===== config.mk =====
export PLATFORM = sky130hd
export DESIGN_NAME = mtg_twist
export DESIGN_NICKNAME = d
export VERILOG_FILES = /design/src/rtl/mtg_pkg.sv /design/src/rtl/mtg_twist.sv
export SDC_FILE = /design/constraint.sdc
export NUM_CORES = 1
export LEC_CHECK = 0
export ABC_AREA = 1
export BUFFER_PORTS_ARGS = -buffer_cell sky130_fd_sc_hd__buf_2
export CAP_MARGIN = 30
export CORE_MARGIN = 2
export CORE_UTILIZATION = 45
export DETAILED_ROUTE_END_ITERATION = 12
export PLACE_DENSITY = 0.95
export SLEW_MARGIN = 20
export SYNTH_ARGS = -nofsm -noshare
export SYNTH_HDL_FRONTEND = slang
export SYNTH_SLANG_ARGS = --single-unit

===== constraint.sdc =====
create_clock -name vclk -period 2.7
set_clock_uncertainty 0.15 [all_clocks]
set_input_delay 0.27 -clock vclk [all_inputs]
set_output_delay 0.27 -clock vclk [all_outputs]
set_load 0.01 [all_outputs]

===== src/rtl/mtg_pkg.sv =====
// shared types and constants of the mt19937 random generator
`default_nettype none
package mtg_pkg;

	localparam int WORD_W      = 32;
	localparam int STATE_WORDS = 624;
	localparam int ADDR_W      = $clog2(STATE_WORDS + 2);
	localparam int TWIST_SHIFT = 397;

	typedef logic [WORD_W-1:0] word_t;
	typedef logic [ADDR_W-1:0] addr_t;

	// index codes
	localparam addr_t FIRST_INDEX = addr_t'(0);
	localparam addr_t LAST_INDEX  = addr_t'(STATE_WORDS - 1);
	localparam addr_t UNSEEDED    = addr_t'(STATE_WORDS + 1);
	localparam addr_t FAR_OFFSET  = addr_t'(TWIST_SHIFT);
	localparam addr_t FAR_WRAP    = addr_t'(STATE_WORDS - TWIST_SHIFT);

	localparam word_t TWIST_MATRIX = 32'h9908b0df;
	localparam word_t TEMPER_B     = 32'h9d2c5680;
	localparam word_t TEMPER_C     = 32'hefc60000;
	localparam word_t SEED_MULT    = 32'd69069;
	localparam word_t SEED_DEFAULT = 32'd4357;

endpackage
`default_nettype wire


===== src/rtl/mtg_twist.sv =====
// twist of one state word and tempering of the result
`default_nettype none
module mtg_twist (
	input  wire mtg_pkg::word_t cur_word,
	input  wire mtg_pkg::word_t next_word,
	input  wire mtg_pkg::word_t far_word,
	output mtg_pkg::word_t      new_word,
	output mtg_pkg::word_t      tempered_word
);

	mtg_pkg::word_t y;
	mtg_pkg::word_t t1;
	mtg_pkg::word_t t2;
	mtg_pkg::word_t t3;

	always_comb begin
		y        = {cur_word[31], next_word[30:0]};
		new_word = far_word ^ (y >> 1) ^ (y[0] ? mtg_pkg::TWIST_MATRIX : '0);
		t1       = new_word ^ (new_word >> 11);
		t2       = t1 ^ ((t1 << 7) & mtg_pkg::TEMPER_B);
		t3       = t2 ^ ((t2 << 15) & mtg_pkg::TEMPER_C);
		tempered_word = t3 ^ (t3 >> 18);
	end

endmodule
`default_nettype wire


==> flow_metrics.py <==
metrics = {
    "status": {
        "status": "finished clean",
    },
    "route": {
        "final_antenna_net_count": 0,
        "wl_per_cell_um": 10.2,
        "wl_um": 5560,
        "drt_pass1_iterations": 4,
        "drc": 0,
        "drtIter0Drc": 68,
        "vias": 2630,
        "viasPerCell": 4.83,
    },
    "finish": {
        "drive_gt1_frac": 0.385,
        "design.seq.count": 0,
        "num-clock-buffers": 0,
        "area_growth_pct": 33.0,
        "finalNetCount": 591,
        "regArea_sq_um": 0,
        "nFillCells": 394,
        "antennaDiodeCount": 0,
    },
    "sta": {
        "fmax_mhz": 459,
        "relSlewSlack": 0.746,
        "slew_violations": 0,
        "rsz0062_at_grt": "false",
        "worstMarginPinSlew_ns": 0.378,
        "finalCriticalPeriod_ns": 2.18,
        "layout_setup_ws_ns": 0.520,
        "tns_ns": 0,
        "fin_crit_sh": 0.807,
        "hold_viol_final": 0,
        "setup_violations": 0,
    },
    "global_routing": {
        "grt_pass1_wl_um": 9170,
        "grt_max_degree": 15,
        "grt_pass1_vias": 2375,
        "grt_antenna_before_repair": 0,
        "grt_overflow": 0,
        "grt.total_usage": 0.207,
    },
    "synthesis": {
        "netlist.area_leader.share": 0.303,
        "synth_sequential_area_ratio": 0,
        "synth.area.top_cells": "nand2_1 30%, nand3_1 13%, xor2_1 9.0%",
        "syn_inst": 367,
        "avgSynthCellArea_sq_um": 5.54,
        "ys.warnings.count": 0,
        "synth_nets": 463,
        "ys_types": 19,
        "synth_area_leader_cell": "nand2_1",
        "synth_area_sq_mm": 0.00203,
    },
    "floorplanning": {
        "die_x_um": 71.2,
        "core_sq_mm": 0.00435,
        "fp.dieH_um": 71.2,
        "dieArea_sq_mm": 0.00508,
        "initial_core_util": 0.467,
        "io_pins": 160,
        "row_count": 24,
    },
    "hold_path": {
        "hold_depth": 3,
        "min_to": "new_word[8]",
        "hp-class": "primary input to output pin",
        "min-delay-start": "far_word[8]",
    },
    "clock_network": {
        "cts_resized": 0,
        "postCtsSetupRepairBufs": 0,
        "cts_hold_buf": 0,
    },
    "job": {
        "maxCapViolCount": 0,
    },
    "placement": {
        "place_worst_setup_slack_ns": 0.509,
        "finalWeightedCongestion": 0.905,
        "numPortBuffers": 128,
        "hpwl_um": 4890,
    },
    "critical_path": {
        "startpoint_type": "primary input",
        "cp.arrival_ns": 1.76,
        "worstSetupPathType": "primary input to output pin",
        "worstPathMaxFanout": 10,
        "cp.required_ns": 2.28,
        "end_kind": "output pin",
    },
    "pwr": {
        "cellPowerDensity_mw_per_mm2": 339,
        "irDropWorstVdd_mv": 0.159,
        "p_leak_uw": 0.00173,
    },
}
==> critical path, stage by stage <==
cell	delay, ns
buf_2	0.26
buf_4	0.24
nand3_1	0.12
nand2_1	0.11
nand2_1	0.09
nand2_2	0.15
nand2_2	0.09
nand2_2	0.11
nand2_1	0.06
nand3_1	0.07
nand2_1	0.05
buf_2	0.13
==> where the power goes <==
group / switching, uW / total, uW / internal (uW)
logic: 555 / 916 / 361
registers: 0 / 0 / 0
clock network: 0 / 0 / 0
total: 555 / 916 / 361
==> per-stage QoR <==
stage / hold slack (ns) / area (sq um) / cells / power [uW] / util
floorplan: 0.464 / 2030 / 367 / 601 / -
global route: 0.714 / 2710 / 545 / 1020 / 0.621
detailed placement: 0.693 / 2710 / 545 / 914 / 0.621
global placement: 0.691 / 2710 / 545 / 887 / 0.621
CTS: 0.692 / 2710 / 545 / 918 / 0.621
finish: 0.690 / 2710 / 545 / 916 / 0.621
==> placed cells by master, fill, tap and decap left out <==
cell type / Yosys / final
xor2_2: 11 / 11
nand2_1: 164 / 164
inv_2: 7 / 7
nand2_2: 25 / 25
buf_4: 0 / 1
nand3_2: 4 / 4
nor2_1: 5 / 5
buf_2: 0 / 128
xor2_4: 2 / 2
nand3b_1: 1 / 1
xnor2_1: 19 / 19
nand3_1: 51 / 51
nand3_4: 2 / 2
xor2_1: 21 / 21
nor2_2: 3 / 3
nand4_1: 1 / 1
nand2_4: 6 / 6
inv_4: 1 / 1
inv_1: 41 / 41
==> routing by layer <==
metal | part of all wire | vias to the layer above | track usage
met5 | 0 | - | 0
li1 | - | 1365 | -
met4 | 0.0097 | 0 | 0.0210
met3 | 0.065 | 4 | 0.0141
met2 | 0.54 | 86 | 0.427
met1 | 0.39 | 1175 | 0.236
==> cells by family after synthesis <==
family / count (synthesis) / synth area share
simple gates: 262 / 0.600
buf+inv: 52 / 0.113
xor+xnor: 53 / 0.287
==> worst max path at each step <==
stage / slack (ns) / end / startpoint / cells after the start
after global placement: 0.60 / tempered_word[11] / next_word[0] / 12
after CTS: 0.51 / tempered_word[7] / next_word[0] / 12
after detailed placement: 0.51 / tempered_word[7] / next_word[0] / 12
after floorplan: 1.01 / tempered_word[3] / next_word[15] / 5
final: 0.52 / tempered_word[7] / next_word[0] / 12
after global routing: 0.37 / tempered_word[4] / next_word[0] / 12
==> synthesized netlist by cell type (all sizes together) <==
master and instances:
buf 3, nor2 8, xnor2 19, inv 49
nand3 57, xor2 34, nand3b 1, nand2 195
nand4 1
==> cell type report <==
| type | count | area [sq um] | area share |
|---|---|---|---|
| timing repair buffer | 129 | 648 | 0.240 |
| tap | 52 | 65.1 | 0.0241 |
| multi-input combinational | 315 | 1810 | 0.667 |
| inverter | 49 | 186 | 0.0689 |
Note: power is estimated with default switching activity, not from simulation.
